$ cat src/sv/assert_macros.svh
// ---------------------------------------------------------------------------
// Assertion macros
// Shared concurrent assertion shorthands for the sequencer RTL.
// ---------------------------------------------------------------------------
`ifndef ASSERT_MACROS_SVH
`define ASSERT_MACROS_SVH

// Same-cycle implication, disabled while reset is high.
`define ASSERT_IMPL(lbl, clk, rst, ante, cons) \
   lbl: assert property (@(posedge clk) disable iff (rst) (ante) |-> (cons)) \
      else $error("assertion failed: implication");

// Next-cycle implication, disabled while reset is high.
`define ASSERT_NEXT(lbl, clk, rst, ante, cons) \
   lbl: assert property (@(posedge clk) disable iff (rst) (ante) |=> (cons)) \
      else $error("assertion failed: next-cycle implication");

`endif

$ cat src/sv/lcd_seq_pkg.sv
// ---------------------------------------------------------------------------
// Character display sequencer package
// Request kinds, register indexes, pin-state type and fixed constants.
// ---------------------------------------------------------------------------
package lcd_seq_pkg;

   typedef enum logic [1:0] {
      KIND_INIT     = 2'd0,
      KIND_COMMAND  = 2'd1,
      KIND_DATA     = 2'd2,
      KIND_RESERVED = 2'd3
   } kind_type;

   localparam int unsigned CSR_INDEX_W = 3;

   localparam logic [CSR_INDEX_W-1:0] REG_PULSE      = 3'd0;
   localparam logic [CSR_INDEX_W-1:0] REG_BYTE_WAIT  = 3'd1;
   localparam logic [CSR_INDEX_W-1:0] REG_POWER_UP   = 3'd2;
   localparam logic [CSR_INDEX_W-1:0] REG_FIRST_GAP  = 3'd3;
   localparam logic [CSR_INDEX_W-1:0] REG_LATER_GAP  = 3'd4;
   localparam logic [CSR_INDEX_W-1:0] REG_CLEAR_WAIT = 3'd5;

   localparam logic [7:0]  RST_PULSE      = 8'd1;
   localparam logic [15:0] RST_BYTE_WAIT  = 16'd2;
   localparam logic [15:0] RST_POWER_UP   = 16'd2000;
   localparam logic [15:0] RST_FIRST_GAP  = 16'd200;
   localparam logic [15:0] RST_LATER_GAP  = 16'd8;
   localparam logic [15:0] RST_CLEAR_WAIT = 16'd80;

   // Init byte commands: display on / cursor off, then clear
   localparam logic [7:0] CMD_DISPLAY_ON = 8'h0C;
   localparam logic [7:0] CMD_CLEAR      = 8'h01;
   localparam logic [3:0] NIB_WAKE       = 4'h3;
   localparam logic [3:0] NIB_FOUR_BIT   = 4'h2;

   localparam int unsigned STEP_W = 5;
   localparam logic [STEP_W-1:0] BYTE_LAST_STEP  = 5'd5;
   localparam logic [STEP_W-1:0] INIT_CMD0_STEP  = 5'd11;
   localparam logic [STEP_W-1:0] INIT_CMD1_STEP  = 5'd17;
   localparam logic [STEP_W-1:0] INIT_LAST_STEP  = 5'd22;

   localparam int unsigned HOLD_W = 17;

   typedef struct packed {
      logic [3:0]        nibble;
      logic              reg_select;
      logic              enable;
      logic [HOLD_W-1:0] hold_units;
      logic              last;
   } pin_state_type;

endpackage

$ cat src/sv/char_lcd_nibble_sequencer.sv
// ---------------------------------------------------------------------------
// Character display nibble sequencer
// Turns init, command and data requests into timed pin states for a
// 4-bit character display bus.
// ---------------------------------------------------------------------------
// Usage:
//   req_*  : one transaction per request. tuser carries the kind (init,
//            command, data; the spare code is taken and dropped), tdata the
//            byte. Init ignores the byte.
//   rsp_*  : one transaction per pin state: nibble, E level and hold time in
//            25 us units in tdata, RS in tuser, tlast on the final state.
//   csr_*  : register writes (index, data), always ready; write only while
//            the block is idle.
// Flow: a taken request is registered with the step counter, then its
//   first pin state enters the result register. Throughput: one pin state
//   per cycle unless rsp_tready stalls; a byte run has six states, an init
//   run 23, walked by the step counter. The next request is taken as its
//   predecessor's final state is produced, so runs follow with no gap.
// Reset: registers return to their documented defaults, any run in flight
//   is dropped and the result register is emptied.
// Stall: while rsp_tready is low the result register holds and the step
//   counter waits; the request side stays ready only if no run is active.
// ---------------------------------------------------------------------------
`include "assert_macros.svh"

module char_lcd_nibble_sequencer
   import lcd_seq_pkg::*;
(
   input  logic                   clock,
   input  logic                   reset,
   // request channel
   input  logic                   req_tvalid,
   output logic                   req_tready,
   input  logic [7:0]             req_tdata,   // [7:0] value
   input  logic [1:0]             req_tuser,   // [1:0] kind
   // result channel
   output logic                   rsp_tvalid,
   input  logic                   rsp_tready,
   output logic [23:0]            rsp_tdata,   // [3:0] nibble, [4] enable,
                                               // [21:5] hold_units, [23:22] zero
   output logic                   rsp_tuser,   // [0] reg_select
   output logic                   rsp_tlast,
   // configuration write channel
   input  logic                   csr_valid,
   output logic                   csr_ready,
   input  logic [CSR_INDEX_W-1:0] csr_index,
   input  logic [15:0]            csr_data
);

   // configuration registers
   logic [7:0]  pulse_ff;
   logic [15:0] byte_wait_ff;
   logic [15:0] power_up_ff;
   logic [15:0] first_gap_ff;
   logic [15:0] later_gap_ff;
   logic [15:0] clear_wait_ff;

   // request holding register and step counter
   logic              active_ff;
   kind_type          kind_ff;
   logic [7:0]        value_ff;
   logic [STEP_W-1:0] step_ff;

   // result register
   logic              rsp_valid_ff;
   pin_state_type     rsp_ff;

   pin_state_type     pin_in;
   logic              advance;
   logic              step_last;
   logic              req_accept;
   kind_type          req_kind;

   // byte sub-sequence selection
   logic [2:0]        byte_step;
   logic [7:0]        byte_val;
   logic [HOLD_W-1:0] final_hold;
   logic [HOLD_W-1:0] pulse_hold;

   assign req_kind   = kind_type'(req_tuser);
   assign advance    = active_ff && (!rsp_valid_ff || rsp_tready);
   assign step_last  = (kind_ff == KIND_INIT) ? (step_ff == INIT_LAST_STEP)
                                              : (step_ff == BYTE_LAST_STEP);
   // take a new request when idle, or as the last state of a run goes out
   assign req_tready = !active_ff || (advance && step_last);
   assign req_accept = req_tvalid && req_tready;
   assign csr_ready  = 1'b1;
   assign pulse_hold = HOLD_W'(pulse_ff);

   // pin state for the current step
   always_comb begin
      pin_in     = '0;
      byte_step  = '0;
      byte_val   = value_ff;
      final_hold = HOLD_W'(byte_wait_ff);
      pin_in.last = step_last;
      if (kind_ff == KIND_INIT && step_ff < INIT_CMD0_STEP) begin
         // wake-up part of init: power-up wait, three nibble-3 pulses, nibble 2
         case (step_ff)
            5'd0: begin
               pin_in.hold_units = HOLD_W'(power_up_ff);
            end
            5'd1: begin
               pin_in.nibble = NIB_WAKE;
            end
            5'd2, 5'd4, 5'd6: begin
               pin_in.nibble     = NIB_WAKE;
               pin_in.enable     = 1'b1;
               pin_in.hold_units = pulse_hold;
            end
            5'd3: begin
               pin_in.nibble     = NIB_WAKE;
               pin_in.hold_units = HOLD_W'(first_gap_ff);
            end
            5'd5, 5'd7: begin
               pin_in.nibble     = NIB_WAKE;
               pin_in.hold_units = HOLD_W'(later_gap_ff);
            end
            5'd9: begin
               pin_in.nibble     = NIB_FOUR_BIT;
               pin_in.enable     = 1'b1;
               pin_in.hold_units = pulse_hold;
            end
            default: begin
               pin_in.nibble = NIB_FOUR_BIT;
            end
         endcase
      end else begin
         if (kind_ff == KIND_INIT) begin
            if (step_ff < INIT_CMD1_STEP) begin
               byte_step = 3'(step_ff - INIT_CMD0_STEP);
               byte_val  = CMD_DISPLAY_ON;
            end else begin
               byte_step  = 3'(step_ff - INIT_CMD1_STEP);
               byte_val   = CMD_CLEAR;
               final_hold = HOLD_W'(byte_wait_ff) + HOLD_W'(clear_wait_ff);
            end
         end else begin
            byte_step         = step_ff[2:0];
            pin_in.reg_select = (kind_ff == KIND_DATA);
         end
         pin_in.nibble = (byte_step < 3'd3) ? byte_val[7:4] : byte_val[3:0];
         case (byte_step)
            3'd1, 3'd4: begin
               pin_in.enable     = 1'b1;
               pin_in.hold_units = pulse_hold;
            end
            3'd5: begin
               pin_in.hold_units = final_hold;
            end
            default: begin
               pin_in.hold_units = '0;
            end
         endcase
      end
   end

   // control state and configuration
   always_ff @(posedge clock) begin
      if (reset) begin
         active_ff     <= 1'b0;
         step_ff       <= '0;
         rsp_valid_ff  <= 1'b0;
         pulse_ff      <= RST_PULSE;
         byte_wait_ff  <= RST_BYTE_WAIT;
         power_up_ff   <= RST_POWER_UP;
         first_gap_ff  <= RST_FIRST_GAP;
         later_gap_ff  <= RST_LATER_GAP;
         clear_wait_ff <= RST_CLEAR_WAIT;
      end else begin
         if (csr_valid) begin
            case (csr_index)
               REG_PULSE:      pulse_ff      <= csr_data[7:0];
               REG_BYTE_WAIT:  byte_wait_ff  <= csr_data;
               REG_POWER_UP:   power_up_ff   <= csr_data;
               REG_FIRST_GAP:  first_gap_ff  <= csr_data;
               REG_LATER_GAP:  later_gap_ff  <= csr_data;
               REG_CLEAR_WAIT: clear_wait_ff <= csr_data;
               default: begin
               end
            endcase
         end

         if (advance) begin
            rsp_valid_ff <= 1'b1;
            step_ff      <= step_ff + 1'b1;
            if (step_last) begin
               active_ff <= 1'b0;
            end
         end else if (rsp_tready) begin
            rsp_valid_ff <= 1'b0;
         end

         // a new request overrides the finishing run's counter update
         if (req_accept) begin
            step_ff   <= '0;
            active_ff <= (req_kind != KIND_RESERVED);
         end
      end
   end

   // payload registers
   always_ff @(posedge clock) begin
      if (req_accept) begin
         kind_ff  <= req_kind;
         value_ff <= req_tdata;
      end
      if (advance) begin
         rsp_ff <= pin_in;
      end
   end

   assign rsp_tvalid = rsp_valid_ff;
   assign rsp_tdata  = {2'b00, rsp_ff.hold_units, rsp_ff.enable, rsp_ff.nibble};
   assign rsp_tuser  = rsp_ff.reg_select;
   assign rsp_tlast  = rsp_ff.last;

   // byte runs never step past their sixth state
   `ASSERT_IMPL(a_byte_step_range, clock, reset,
      active_ff && kind_ff != KIND_INIT, step_ff <= BYTE_LAST_STEP)
   // a request taken mid-run only ever coincides with the run's final state
   `ASSERT_IMPL(a_overlap_at_end, clock, reset,
      req_accept && active_ff, advance && step_last)
   // the spare kind starts no run
   `ASSERT_NEXT(a_reserved_dropped, clock, reset,
      req_accept && req_kind == KIND_RESERVED, !active_ff)
   // a stalled result freezes the step counter
   `ASSERT_NEXT(a_stall_freezes_step, clock, reset,
      rsp_valid_ff && !rsp_tready && !req_accept, $stable(step_ff))

endmodule

$ cat config.mk
export PLATFORM = sky130hd
export DESIGN_NAME = char_lcd_nibble_sequencer
export DESIGN_NICKNAME = d
export VERILOG_FILES = /design/src/sv/lcd_seq_pkg.sv /design/src/sv/char_lcd_nibble_sequencer.sv
export VERILOG_INCLUDE_DIRS = /design/src /design/src/sv
export SDC_FILE = /design/constraint.sdc
export NUM_CORES = 1
export LEC_CHECK = 0
export BUFFER_PORTS_ARGS = -buffer_cell sky130_fd_sc_hd__buf_2
export CORE_MARGIN = 2
export CORE_UTILIZATION = 64
export DETAILED_ROUTE_END_ITERATION = 16
export PLACE_DENSITY_LB_ADDON = 0.05
export SLEW_MARGIN = 40
export SYNTH_ARGS = -nofsm -noshare
export SYNTH_HDL_FRONTEND = slang
export SYNTH_SLANG_ARGS = --single-unit
$ cat constraint.sdc
create_clock -name clock -period 8.2 [get_ports clock]
set_input_delay 0.41 -clock clock [delete_from_list [all_inputs] [get_ports clock]]
set_output_delay 0.41 -clock clock [all_outputs]
set_load 0.02 [all_outputs]
==> flow_results.xml, run 1 <==
<?xml version="1.0" encoding="UTF-8"?>
<metrics>
  <group name="clock_tree">
    <metric name="numCtsBuffers" unit="">17</metric>
    <metric name="cts.sink_count" unit="">129</metric>
    <metric name="cts.repair.resized" unit="">0</metric>
    <metric name="maximum_buffer_depth_of_the_clock_tree" unit="">2</metric>
    <metric name="clk_pin_slew" unit="ns">0.06</metric>
    <metric name="clock_latency" unit="ns">0.52</metric>
    <metric name="postCtsSetupBuffers" unit="">0</metric>
    <metric name="hold_buffers" unit="">0</metric>
    <metric name="tritoncts" unit="">built</metric>
    <metric name="cts_root_buf" unit="">sky130_fd_sc_hd__clkbuf_8</metric>
    <metric name="clock_tree.htree_level_count" unit="">4</metric>
  </group>
  <group name="setup_path">
    <metric name="timing.critical_path.required" unit="ns">8.55</metric>
    <metric name="cpMaxStageDelayCell" unit="">sky130_fd_sc_hd__o41a_1</metric>
    <metric name="r2r_cells" unit="">7</metric>
    <metric name="critical_path_startpoint_category" unit="">flop</metric>
    <metric name="worstSetupPathDepth" unit="">7</metric>
    <metric name="critical_path.cell_chain" unit="">o41a_1 -&gt; fa_1 -&gt; xor2_1 -&gt; or4_4 -&gt; o32ai_4 -&gt; nand2_1 -&gt; o211ai_1</metric>
    <metric name="max_stage_delay" unit="ns">0.53</metric>
    <metric name="worst_ep_arrival_time" unit="ns">3.70</metric>
    <metric name="cp.buffers_inverters" unit="">0</metric>
    <metric name="critical_path_peak_fanout" unit="">16</metric>
    <metric name="path_class" unit="">flop to flop</metric>
    <metric name="critical_path.top_delay_family" unit="">compound AO/OA/AOI/OAI gates</metric>
    <metric name="setup.worst_path.end_class" unit="">flop</metric>
  </group>
  <group name="drt">
    <metric name="final_antenna_net_count" unit="">0</metric>
    <metric name="vias_per_cell" unit="">6.01</metric>
    <metric name="num_vias" unit="">5490</metric>
    <metric name="drc_violations_left" unit="">0</metric>
    <metric name="wire_per_inst" unit="µm">18.2</metric>
    <metric name="route.final.wire_length" unit="mm">16.6</metric>
    <metric name="first_pass_iters" unit="">5</metric>
    <metric name="drt_first_iter_violations" unit="">464</metric>
  </group>
  <group name="sta">
    <metric name="unrepaired_setup_endpoints_after_global_routing" unit="">false</metric>
    <metric name="timing.final.setup_violations" unit="">0</metric>
    <metric name="finalWorstPathRequiredPeriod" unit="ns">3.35</metric>
    <metric name="max_slew.worst_pin.slew" unit="ns">0.803</metric>
    <metric name="slew_headroom" unit="%">46.4</metric>
    <metric name="finalClockSkew" unit="ns">0.00492</metric>
    <metric name="setup_tns" unit="ns">0</metric>
    <metric name="timing.fmax" unit="MHz">298</metric>
    <metric name="setup_slack" unit="ns">4.85</metric>
    <metric name="final_count_of_pins_violating_max_slew" unit="">0</metric>
    <metric name="final_min_period_over_clock_period" unit="%">40.9</metric>
    <metric name="report.final.hold_viol_count" unit="">0</metric>
  </group>
  <group name="placed_design">
    <metric name="port_buffers" unit="">59</metric>
    <metric name="globalplace.congestion" unit="">0.946</metric>
    <metric name="preCtsSetupSlack" unit="ns">4.94</metric>
    <metric name="dpl.hpwl" unit="mm">11.2</metric>
  </group>
  <group name="logic_synthesis">
    <metric name="synth_area_per_cell" unit="µm²">8.56</metric>
    <metric name="synthesis.area" unit="µm²">6260</metric>
    <metric name="synth_top_family_by_area" unit="">simple AND/OR/NAND/NOR gates</metric>
    <metric name="synth.yosys.warnings" unit="">0</metric>
    <metric name="synthAdderAreaFrac" unit="%">4.64</metric>
    <metric name="synth_seq_area_share" unit="%">46.7</metric>
    <metric name="postSynthCellCount" unit="">731</metric>
    <metric name="xor_xnor_portion_of_the_synthesized_cell_area" unit="%">2.10</metric>
    <metric name="asyncSetResetFlopFracSynth" unit="%">0</metric>
    <metric name="ys_types" unit="">59</metric>
    <metric name="dominantRegCellSynth" unit="">sky130_fd_sc_hd__dfxtp_1</metric>
    <metric name="fraction_of_the_mapped_netlist_area_in_simple_logic_gates" unit="%">21.4</metric>
    <metric name="ys_seq_elements" unit="">129</metric>
    <metric name="share_of_the_synthesized_area_in_compound_gates_ao_oa_aoi_oai" unit="%">20.4</metric>
    <metric name="synth-edff-count" unit="">34</metric>
    <metric name="synthMuxAreaShare" unit="%">0.640</metric>
  </group>
  <group name="power">
    <metric name="switching_power" unit="mW">0.380</metric>
    <metric name="relative_contribution_of_combinational_cells_to_total_power" unit="%">8.2</metric>
    <metric name="power_frac_clock" unit="%">47.2</metric>
    <metric name="vdd_ir_drop_max" unit="mV">0.138</metric>
    <metric name="power.density" unit="nW/µm²">216</metric>
    <metric name="swShare" unit="%">24.6</metric>
    <metric name="power.internal" unit="mW">1.17</metric>
    <metric name="power.sequential.fraction" unit="%">44.6</metric>
    <metric name="power.static_leakage" unit="nW">2.70</metric>
  </group>
  <group name="grt">
    <metric name="grt_antenna_before_repair" unit="">0</metric>
    <metric name="grt_pass1_vias" unit="">5195</metric>
    <metric name="grt_pass1_wl" unit="mm">26.4</metric>
    <metric name="track_usage" unit="%">33.0</metric>
    <metric name="grt_max_degree" unit="">92</metric>
    <metric name="overflow" unit="">0</metric>
  </group>
  <group name="worst_hold_path">
    <metric name="worstHoldPathType" unit="">primary input to flop</metric>
    <metric name="worstHoldPathCells" unit="">1</metric>
  </group>
  <group name="layout">
    <metric name="n_antenna_cell" unit="">0</metric>
    <metric name="design.final.nets" unit="">824</metric>
    <metric name="synthToLayoutAreaGrowth" unit="%">14.3</metric>
    <metric name="area.sequential" unit="µm²">2920</metric>
    <metric name="final_cell_mix" unit="">204 x sky130_fd_sc_hd__nand2_1, 101 x sky130_fd_sc_hd__a21oi_1, 95 x sky130_fd_sc_hd__dfxtp_1, 59 x sky130_fd_sc_hd__buf_2, 38 x sky130_fd_sc_hd__nor2_1</metric>
    <metric name="multi_input_gate_area_in_the_final_layout" unit="µm²">3100</metric>
    <metric name="nFillCells" unit="">753</metric>
    <metric name="final_common_cell" unit="">sky130_fd_sc_hd__nand2_1</metric>
    <metric name="final_util" unit="%">74.2</metric>
    <metric name="drive_above_1_share" unit="%">14.3</metric>
  </group>
  <group name="die">
    <metric name="overall_die_area" unit="µm²">10600</metric>
    <metric name="die_width" unit="µm">103</metric>
    <metric name="coreArea" unit="µm²">9640</metric>
    <metric name="boundaryPins" unit="">63</metric>
    <metric name="die_h" unit="µm">103</metric>
    <metric name="placementRows" unit="">36</metric>
    <metric name="start_util" unit="%">64.9</metric>
  </group>
  <group name="outcome">
    <metric name="run_status" unit="">finished clean</metric>
  </group>
  <group name="flow_run">
    <metric name="max_cap_viol_count" unit="">0</metric>
  </group>
</metrics>
power groups by stage:
stage / Clock [mW] / Sequential [mW] / Combinational [mW]
after floorplan: 0 / 0.710 / 0.0717
after global placement: 0 / 0.703 / 0.120
after detailed placement: 0 / 0.703 / 0.123
after CTS: 0.731 / 0.690 / 0.124
after global routing: 0.760 / 0.692 / 0.138
final: 0.729 / 0.690 / 0.126
final cells by class:
type	instances	area share [%]
Timing Repair Buffer	65	4.81
Clock buffer	21	6.74
Clock inverter	11	1.37
Sequential cell	129	40.9
Inverter	10	0.525
Tap cell	133	2.33
Multi-Input combinational cell	545	43.3
cell usage after synthesis, types with 4 or more instances:
master                     count  share of area (%)
sky130_fd_sc_hd__dfxtp_1      95                 30
sky130_fd_sc_hd__edfxtp_1     34                 16
sky130_fd_sc_hd__a222oi_1     16                2.6
sky130_fd_sc_hd__clkbuf_1     38                2.3
sky130_fd_sc_hd__nand2_1     204                 12
sky130_fd_sc_hd__a211oi_1      9                1.1
sky130_fd_sc_hd__nand3_1      10               0.80
sky130_fd_sc_hd__xor2_1       10                1.4
sky130_fd_sc_hd__o21ai_0      26                2.1
sky130_fd_sc_hd__a21oi_1     101                8.1
sky130_fd_sc_hd__buf_2         4               0.32
sky130_fd_sc_hd__a221o_1       4               0.64
sky130_fd_sc_hd__nor2b_1       7               0.70
sky130_fd_sc_hd__nor2_1       41                2.5
sky130_fd_sc_hd__inv_1        10               0.60
sky130_fd_sc_hd__a21o_1        5               0.60
sky130_fd_sc_hd__mux2i_1       4               0.64
sky130_fd_sc_hd__nand3b_1     15                1.8
sky130_fd_sc_hd__a31oi_1       6               0.60
sky130_fd_sc_hd__buf_4         5               0.60
sky130_fd_sc_hd__xnor2_1       5               0.70
sky130_fd_sc_hd__ha_1         20                4.0
sky130_fd_sc_hd__and3_1        4               0.40
worst reg2reg max path, cell delays in order (launching register included):
cell	delay, ns
sky130_fd_sc_hd__dfxtp_1	0.49
sky130_fd_sc_hd__o41a_1	0.53
sky130_fd_sc_hd__fa_1	0.48
sky130_fd_sc_hd__xor2_1	0.18
sky130_fd_sc_hd__or4_4	0.46
sky130_fd_sc_hd__o32ai_4	0.41
sky130_fd_sc_hd__nand2_1	0.36
sky130_fd_sc_hd__o211ai_1	0.27
through the flow:
step	power (mW)	hold slack (ns)	area (µm²)	instances
detailed placement	0.826	0.449	6560	882
global placement	0.822	0.441	6560	882
global route	1.59	0.0514	7150	914
finish	1.55	0.0626	7150	914
floorplan	0.782	0.436	6260	732
CTS	1.54	0.0536	7140	914
path summary, 6_finish.rpt:
check | startpoint | endpoint | slack (ns)
worst max-delay path | step_ff[2] | rsp_tdata[18] | 4.85
worst min-delay path | req_tdata[5] | value_ff[5] | 0.06
worst max register to register | step_ff[2] | rsp_tdata[18] | 4.85
worst min register to register | first_gap_ff[11] | first_gap_ff[11] | 0.46
state kept, by name, indices dropped and copies added (netlist names), 2 cells and up:
| signal | count |
|---|---|
| rsp_tdata | 22 |
| byte_wait_ff | 16 |
| clear_wait_ff | 16 |
| first_gap_ff | 16 |
| later_gap_ff | 16 |
| power_up_ff | 16 |
| pulse_ff | 8 |
| value_ff | 8 |
| step_ff | 5 |
| kind_ff | 2 |
routing by layer:
| metal | track usage [%] | routed length (µm) | up-vias |
|---|---|---|---|
| met4 | 11.1 | 318 | 0 |
| met1 | 45.9 | 7280 | 2552 |
| met5 | 0 | 0 | - |
| met3 | 8.41 | 1360 | 36 |
| li1 | - | - | 2653 |
| met2 | 50.5 | 7640 | 249 |
logic make-up (layout without fill, tap and decap cells):
logic type	after synthesis	in the layout
muxes	4	4
xor gates and xnor gates	15	15
buffers and inverters	58	107
AOI/OAI and AO/OA	195	195
and+or+nand+nor	306	306
DFF	129	129
other	2	3
adders and majority gates	22	22
No activity file was read; power rests on OpenSTA's default activity.
==> inputs of run 2 (changes only) <==
--- a/config.mk
+++ b/config.mk
@@ -6,9 +6,10 @@
 export SDC_FILE = /design/constraint.sdc
 export NUM_CORES = 1
 export LEC_CHECK = 0
+export ABC_AREA = 1
 export BUFFER_PORTS_ARGS = -buffer_cell sky130_fd_sc_hd__buf_2
 export CORE_MARGIN = 2
-export CORE_UTILIZATION = 64
+export CORE_UTILIZATION = 54
 export DETAILED_ROUTE_END_ITERATION = 16
 export PLACE_DENSITY_LB_ADDON = 0.05
 export SLEW_MARGIN = 40
==> constraint.sdc (replaced) <==
create_clock -name clock -period 2.89 [get_ports clock]
set_input_delay 0.1445 -clock clock [delete_from_list [all_inputs] [get_ports clock]]
set_output_delay 0.1445 -clock clock [all_outputs]
set_load 0.02 [all_outputs]
==> flow_results.xml, run 2 <==
<?xml version="1.0" encoding="UTF-8"?>
<metrics>
  <group name="grt">
    <metric name="grt_antenna_before_repair" unit="">0</metric>
    <metric name="track_usage" unit="%">27.3</metric>
    <metric name="grt_pass1_wl" unit="mm">27.5</metric>
    <metric name="grt_max_degree" unit="">48</metric>
    <metric name="overflow" unit="">0</metric>
    <metric name="grt_pass1_vias" unit="">5510</metric>
  </group>
  <group name="power">
    <metric name="p_total" unit="mW">4.72</metric>
    <metric name="power.density" unit="nW/µm²">615</metric>
    <metric name="power.static_leakage" unit="nW">3.57</metric>
    <metric name="vdd_ir_drop_max" unit="mV">0.412</metric>
  </group>
  <group name="layout">
    <metric name="n_antenna_cell" unit="">0</metric>
    <metric name="final_cell_mix" unit="">230 x sky130_fd_sc_hd__nand2_1, 175 x sky130_fd_sc_hd__nor2_1, 95 x sky130_fd_sc_hd__dfxtp_1, 89 x sky130_fd_sc_hd__o21ai_0, 80 x sky130_fd_sc_hd__inv_1</metric>
    <metric name="largest_reg_flops" unit="">22</metric>
    <metric name="drive_above_1_share" unit="%">11.9</metric>
    <metric name="synthToLayoutAreaGrowth" unit="%">18.0</metric>
    <metric name="design.final.nets" unit="">1026</metric>
    <metric name="final_common_cell" unit="">sky130_fd_sc_hd__nand2_1</metric>
    <metric name="final_util" unit="%">64.5</metric>
  </group>
  <group name="drt">
    <metric name="wire_per_inst" unit="µm">15.5</metric>
    <metric name="vias_per_cell" unit="">5.39</metric>
    <metric name="first_pass_iters" unit="">5</metric>
    <metric name="num_vias" unit="">6095</metric>
    <metric name="route.final.wire_length" unit="mm">17.5</metric>
    <metric name="drt_first_iter_violations" unit="">446</metric>
    <metric name="drc_violations_left" unit="">0</metric>
    <metric name="final_antenna_net_count" unit="">0</metric>
  </group>
  <group name="logic_synthesis">
    <metric name="dominantRegCellSynth" unit="">sky130_fd_sc_hd__dfxtp_1</metric>
    <metric name="postSynthCellCount" unit="">900</metric>
    <metric name="ys_types" unit="">36</metric>
    <metric name="synth-edff-count" unit="">34</metric>
    <metric name="asyncSetResetFlopFracSynth" unit="%">0</metric>
    <metric name="synth.yosys.warnings" unit="">0</metric>
    <metric name="synthesis.area" unit="µm²">6520</metric>
    <metric name="synth_seq_area_share" unit="%">44.9</metric>
    <metric name="synth_area_per_cell" unit="µm²">7.24</metric>
    <metric name="post_synth_top_area_share" unit="%">29.2</metric>
    <metric name="ys_top_cells_by_area" unit="">sky130_fd_sc_hd__dfxtp_1 29%, sky130_fd_sc_hd__edfxtp_1 16%, sky130_fd_sc_hd__nand2_1 13%</metric>
    <metric name="synth_top_area_cell" unit="">sky130_fd_sc_hd__dfxtp_1</metric>
    <metric name="synth.most_common_cell" unit="">sky130_fd_sc_hd__nand2_1</metric>
    <metric name="ys_seq_elements" unit="">129</metric>
    <metric name="post_synth_most_frequent_cells" unit="">230 x sky130_fd_sc_hd__nand2_1, 175 x sky130_fd_sc_hd__nor2_1, 95 x sky130_fd_sc_hd__dfxtp_1, 89 x sky130_fd_sc_hd__o21ai_0, 81 x sky130_fd_sc_hd__inv_1</metric>
  </group>
  <group name="clock_tree">
    <metric name="cts_root_buf" unit="">sky130_fd_sc_hd__clkbuf_16</metric>
    <metric name="clk_pin_slew" unit="ns">0.06</metric>
    <metric name="cts.sink_count" unit="">129</metric>
    <metric name="clock_tree.htree_level_count" unit="">4</metric>
    <metric name="cts.repair.resized" unit="">0</metric>
    <metric name="maximum_buffer_depth_of_the_clock_tree" unit="">2</metric>
    <metric name="numCtsBuffers" unit="">17</metric>
    <metric name="clock_latency" unit="ns">0.42</metric>
    <metric name="tritoncts" unit="">built</metric>
  </group>
  <group name="sta">
    <metric name="final_count_of_pins_violating_max_slew" unit="">0</metric>
    <metric name="finalWorstPathRequiredPeriod" unit="ns">2.61</metric>
    <metric name="final_min_period_over_clock_period" unit="%">90.3</metric>
    <metric name="whs" unit="ns">0.00743</metric>
    <metric name="timing.fmax" unit="MHz">383</metric>
    <metric name="unrepaired_setup_endpoints_after_global_routing" unit="">false</metric>
    <metric name="setup_slack" unit="ns">0.280</metric>
    <metric name="slew_headroom" unit="%">43.5</metric>
    <metric name="finalClockSkew" unit="ns">0.00805</metric>
    <metric name="max_slew.worst_pin.slew" unit="ns">0.847</metric>
    <metric name="setup_tns" unit="ns">0</metric>
    <metric name="timing.final.setup_violations" unit="">0</metric>
    <metric name="report.final.hold_viol_count" unit="">0</metric>
  </group>
  <group name="setup_path">
    <metric name="worst-r2r-setup-slack" unit="ns">0.28</metric>
    <metric name="critical_path_peak_fanout" unit="">14</metric>
    <metric name="setup.worst_path.start" unit="">step_ff[0]</metric>
    <metric name="setup.worst_path.end_class" unit="">flop</metric>
    <metric name="worst_ep_arrival_time" unit="ns">2.89</metric>
    <metric name="worstSetupEndpoint" unit="">rsp_tdata[21]</metric>
    <metric name="critical_path_startpoint_category" unit="">flop</metric>
    <metric name="r2r_start" unit="">step_ff[0]</metric>
    <metric name="timing.critical_path.required" unit="ns">3.17</metric>
    <metric name="worstReg2RegEnd" unit="">rsp_tdata[21]</metric>
    <metric name="r2r_cells" unit="">12</metric>
    <metric name="path_class" unit="">flop to flop</metric>
  </group>
  <group name="die">
    <metric name="die_width" unit="µm">114</metric>
    <metric name="boundaryPins" unit="">63</metric>
    <metric name="start_util" unit="%">54.7</metric>
    <metric name="coreArea" unit="µm²">11900</metric>
    <metric name="overall_die_area" unit="µm²">13000</metric>
    <metric name="die_h" unit="µm">114</metric>
    <metric name="placementRows" unit="">40</metric>
  </group>
  <group name="placed_design">
    <metric name="preCtsSetupSlack" unit="ns">0.309</metric>
    <metric name="dpl.hpwl" unit="mm">12.3</metric>
    <metric name="port_buffers" unit="">59</metric>
    <metric name="globalplace.congestion" unit="">0.902</metric>
  </group>
  <group name="outcome">
    <metric name="run_status" unit="">finished clean</metric>
  </group>
  <group name="flow_run">
    <metric name="max_cap_viol_count" unit="">0</metric>
  </group>
  <group name="worst_hold_path">
    <metric name="worstHoldPathType" unit="">primary input to flop</metric>
    <metric name="startpoint_of_the_lowest_slack_hold_path" unit="">rsp_tready</metric>
  </group>
</metrics>
[run 2: changes by cell type after synthesis, sizes merged, moves of 20 or more]
cell / change
nor2: +140
o21ai: +65
nand2: +29
clkbuf: -20
a21oi: -72
inv: +73
nand3: +34
[run 2: cells by family after synthesis]
logic type	count (synthesis)	share of synthesized area, %
adders and majority gates	22	4.45
AOI/OAI and AO/OA	135	11.1
xor gates and xnor gates	11	1.71
other	2	0.115
buffers and inverters	117	7.45
DFF	129	44.9
and+or+nand+nor	484	30.3
[run 2: through the flow]
stage	instance area [µm²]	cells
floorplan	6520	901
global placement	6920	1086
detailed placement	6920	1086
CTS	7690	1130
global route	7690	1130
finish	7690	1130
[run 2: worst min path at each step]
stage	endpoint	cells past startpoint	slack, ns
3_3_place_gp	value_ff[7]	1	0.32
4_1_cts	rsp_tvalid	4	0.001
3_5_place_dp	value_ff[6]	1	0.32
5_1_grt	rsp_tvalid	4	0.01
6_report	rsp_tvalid	4	0.007
2_1_floorplan	active_ff	1	0.21
[run 2: metal layers]
layer	vias to the layer above	part of all wire, %	GRT usage [%]
li1	3038	-	-
met1	2812	45	38.2
met2	227	46	43.5
met3	18	7.4	5.47
met4	0	1.2	7.48
met5	-	0	0
[run 2: worst max-delay path: stages (launching register included)]
cell,delay [ns]
sky130_fd_sc_hd__dfxtp_1,0.55
sky130_fd_sc_hd__inv_1,0.19
sky130_fd_sc_hd__a31oi_4,0.25
sky130_fd_sc_hd__fa_1,0.45
sky130_fd_sc_hd__inv_1,0.07
sky130_fd_sc_hd__nand2_1,0.05
sky130_fd_sc_hd__o21ai_0,0.11
sky130_fd_sc_hd__nand2_1,0.10
sky130_fd_sc_hd__nor2_2,0.11
sky130_fd_sc_hd__nand2_2,0.20
sky130_fd_sc_hd__inv_1,0.19
sky130_fd_sc_hd__nand2_1,0.07
sky130_fd_sc_hd__a21oi_1,0.11
[run 2: layout make-up]
type	count	area, µm²
clock buffer	23	510
inverter	85	322
tap	147	184
timing repair buffer	82	498
sequential	129	2920
fill	1093	4220
multi-input combinational	655	3110
clock inverter	9	139
[run 2: where the power goes]
group,switching (mW),internal [mW]
logic,0.275,0.134
clock network,0.816,1.52
registers,0.0435,1.94
total,1.13,3.59
[run 2: what timing repair did]
item | in CTS | in global routing
hold buffers | 12 | 0
setup endpoints to repair | 0 | 0
hold endpoints to repair | 12 | 0
setup buffers | 0 | 0
==> inputs of run 3 (changes only) <==
--- a/config.mk
+++ b/config.mk
@@ -9,8 +9,10 @@
 export ABC_AREA = 1
 export BUFFER_PORTS_ARGS = -buffer_cell sky130_fd_sc_hd__buf_2
 export CORE_MARGIN = 2
-export CORE_UTILIZATION = 54
+export CORE_UTILIZATION = 59
+export CTS_CLUSTER_DIAMETER = 150
 export DETAILED_ROUTE_END_ITERATION = 16
+export HOLD_SLACK_MARGIN = 0.1
 export PLACE_DENSITY_LB_ADDON = 0.05
 export SLEW_MARGIN = 40
 export SYNTH_ARGS = -nofsm -noshare
==> constraint.sdc (replaced) <==
create_clock -name clock -period 2.7 [get_ports clock]
set_input_delay 0.135 -clock clock [delete_from_list [all_inputs] [get_ports clock]]
set_output_delay 0.135 -clock clock [all_outputs]
set_load 0.02 [all_outputs]
==> flow_results.xml, run 3 (synthesis gave the netlist of run 2 again) <==
<?xml version="1.0" encoding="UTF-8"?>
<metrics>
  <group name="layout">
    <metric name="multi_input_gate_area_in_the_final_layout" unit="µm²">3110</metric>
    <metric name="n_antenna_cell" unit="">0</metric>
    <metric name="drive_above_1_share" unit="%">11.7</metric>
    <metric name="synthToLayoutAreaGrowth" unit="%">19.6</metric>
    <metric name="area.sequential" unit="µm²">2920</metric>
    <metric name="nFillCells" unit="">883</metric>
    <metric name="final_cell_mix" unit="">230 x sky130_fd_sc_hd__nand2_1, 175 x sky130_fd_sc_hd__nor2_1, 95 x sky130_fd_sc_hd__dfxtp_1, 89 x sky130_fd_sc_hd__o21ai_0, 80 x sky130_fd_sc_hd__inv_1</metric>
    <metric name="largest_reg_flops" unit="">22</metric>
    <metric name="design.final.nets" unit="">1048</metric>
    <metric name="final_util" unit="%">72.2</metric>
    <metric name="final_common_cell" unit="">sky130_fd_sc_hd__nand2_1</metric>
  </group>
  <group name="clock_tree">
    <metric name="maximum_buffer_depth_of_the_clock_tree" unit="">2</metric>
    <metric name="clock_tree.htree_level_count" unit="">4</metric>
    <metric name="tritoncts" unit="">built</metric>
    <metric name="cts_root_buf" unit="">sky130_fd_sc_hd__clkbuf_8</metric>
    <metric name="numCtsBuffers" unit="">17</metric>
    <metric name="postCtsSetupBuffers" unit="">0</metric>
    <metric name="clock_latency" unit="ns">0.53</metric>
    <metric name="cts.sink_count" unit="">129</metric>
    <metric name="clk_pin_slew" unit="ns">0.06</metric>
  </group>
  <group name="power">
    <metric name="vdd_ir_drop_max" unit="mV">0.629</metric>
    <metric name="power.density" unit="nW/µm²">604</metric>
    <metric name="p_total" unit="mW">4.71</metric>
    <metric name="power.static_leakage" unit="nW">3.62</metric>
  </group>
  <group name="sta">
    <metric name="setup_tns" unit="ns">0</metric>
    <metric name="slew_headroom" unit="%">49.0</metric>
    <metric name="final_min_period_over_clock_period" unit="%">90.5</metric>
    <metric name="timing.fmax" unit="MHz">409</metric>
    <metric name="finalWorstPathRequiredPeriod" unit="ns">2.44</metric>
    <metric name="unrepaired_setup_endpoints_after_global_routing" unit="">false</metric>
    <metric name="final_count_of_pins_violating_max_slew" unit="">0</metric>
    <metric name="max_slew.worst_pin.slew" unit="ns">0.763</metric>
    <metric name="timing.final.setup_violations" unit="">0</metric>
    <metric name="finalClockSkew" unit="ns">0.00695</metric>
    <metric name="report.final.hold_viol_count" unit="">0</metric>
  </group>
  <group name="drt">
    <metric name="route.final.wire_length" unit="mm">17.9</metric>
    <metric name="drc_violations_left" unit="">0</metric>
    <metric name="first_pass_iters" unit="">5</metric>
    <metric name="wire_per_inst" unit="µm">15.7</metric>
    <metric name="vias_per_cell" unit="">5.49</metric>
    <metric name="drt_first_iter_violations" unit="">551</metric>
    <metric name="num_vias" unit="">6275</metric>
    <metric name="final_antenna_net_count" unit="">0</metric>
  </group>
  <group name="grt">
    <metric name="grt_max_degree" unit="">42</metric>
    <metric name="grt_antenna_before_repair" unit="">0</metric>
    <metric name="grt_pass1_wl" unit="mm">29.0</metric>
    <metric name="track_usage" unit="%">32.0</metric>
    <metric name="overflow" unit="">0</metric>
    <metric name="grt_pass1_vias" unit="">6010</metric>
  </group>
  <group name="setup_path">
    <metric name="timing.critical_path.required" unit="ns">3.08</metric>
    <metric name="worst_ep_arrival_time" unit="ns">2.83</metric>
    <metric name="path_class" unit="">flop to flop</metric>
    <metric name="critical_path_peak_fanout" unit="">14</metric>
    <metric name="critical_path_startpoint_category" unit="">flop</metric>
    <metric name="setup.worst_path.end_class" unit="">flop</metric>
  </group>
  <group name="die">
    <metric name="overall_die_area" unit="µm²">11900</metric>
    <metric name="die_width" unit="µm">109</metric>
    <metric name="boundaryPins" unit="">63</metric>
    <metric name="start_util" unit="%">60.4</metric>
    <metric name="placementRows" unit="">38</metric>
    <metric name="die_h" unit="µm">109</metric>
    <metric name="coreArea" unit="µm²">10800</metric>
  </group>
  <group name="placed_design">
    <metric name="port_buffers" unit="">59</metric>
    <metric name="dpl.hpwl" unit="mm">12.3</metric>
    <metric name="globalplace.congestion" unit="">0.942</metric>
  </group>
  <group name="flow_run">
    <metric name="max_cap_viol_count" unit="">0</metric>
  </group>
  <group name="worst_hold_path">
    <metric name="worstHoldPathType" unit="">primary input to flop</metric>
  </group>
  <group name="outcome">
    <metric name="run_status" unit="">finished clean</metric>
  </group>
</metrics>
==> run 3: cell type report <==
cell class / count / area share [%]
multi-input combinational: 655 / 39.9
sequential: 129 / 37.5
timing repair buffer: 104 / 9.19
clock buffer: 23 / 6.39
inverter: 85 / 4.13
tap: 140 / 2.25
clock inverter: 7 / 0.594
==> run 3: layer usage <==
layer / part of all wire (%) / track usage [%]
met1: 44 / 41.8
met2: 47 / 52.3
met3: 6.8 / 7.41
met4: 2.0 / 10.8
met5: 0 / 0
==> run 3: what timing repair did <==
action,4_1_cts,5_1_grt
hold buffers,33,0
setup endpoints to repair,0,0
gates resized for setup,0,0
endpoints found under the hold margin,105,0
==> run 3: worst max-delay path, cell delays in order, from the launching register on <==
cell and delay, ns:
sky130_fd_sc_hd__dfxtp_1 0.48, sky130_fd_sc_hd__inv_1 0.16, sky130_fd_sc_hd__a31oi_4 0.25, sky130_fd_sc_hd__fa_1 0.44
sky130_fd_sc_hd__inv_1 0.06, sky130_fd_sc_hd__nand2_1 0.04, sky130_fd_sc_hd__o21ai_0 0.10, sky130_fd_sc_hd__nand2_1 0.10
sky130_fd_sc_hd__nor2_2 0.09, sky130_fd_sc_hd__nand2_2 0.20, sky130_fd_sc_hd__inv_1 0.19, sky130_fd_sc_hd__nand2_1 0.07
sky130_fd_sc_hd__a21oi_1 0.12
==> run 3: metrics by stage <==
stage               worst slack [ns]  hold WS [ns]  cell area, µm²  std cells
finish                         0.256         0.177            7790       1143
global route                  0.0495         0.210            7790       1143
CTS                            0.258         0.144            7790       1143
detailed placement             0.290         0.314            6920       1080
floorplan                      0.504         0.204            6520        901
global placement               0.348         0.315            6920       1080
==> run 3: worst paths after layout <==
path	end	cells after the start	slack, ns	startpoint
min reg2reg	first_gap_ff[5]	2	0.45	first_gap_ff[5]
max	rsp_tdata[21]	12	0.26	step_ff[1]
max reg2reg	rsp_tdata[21]	12	0.26	step_ff[1]
min	byte_wait_ff[1]	6	0.18	csr_valid
==> run 3: where the power goes <==
group          internal [mW]  switching (mW)  leakage (nW)
logic                  0.164           0.304          2.24
registers               2.08          0.0447          1.10
clock network           1.27           0.845         0.276
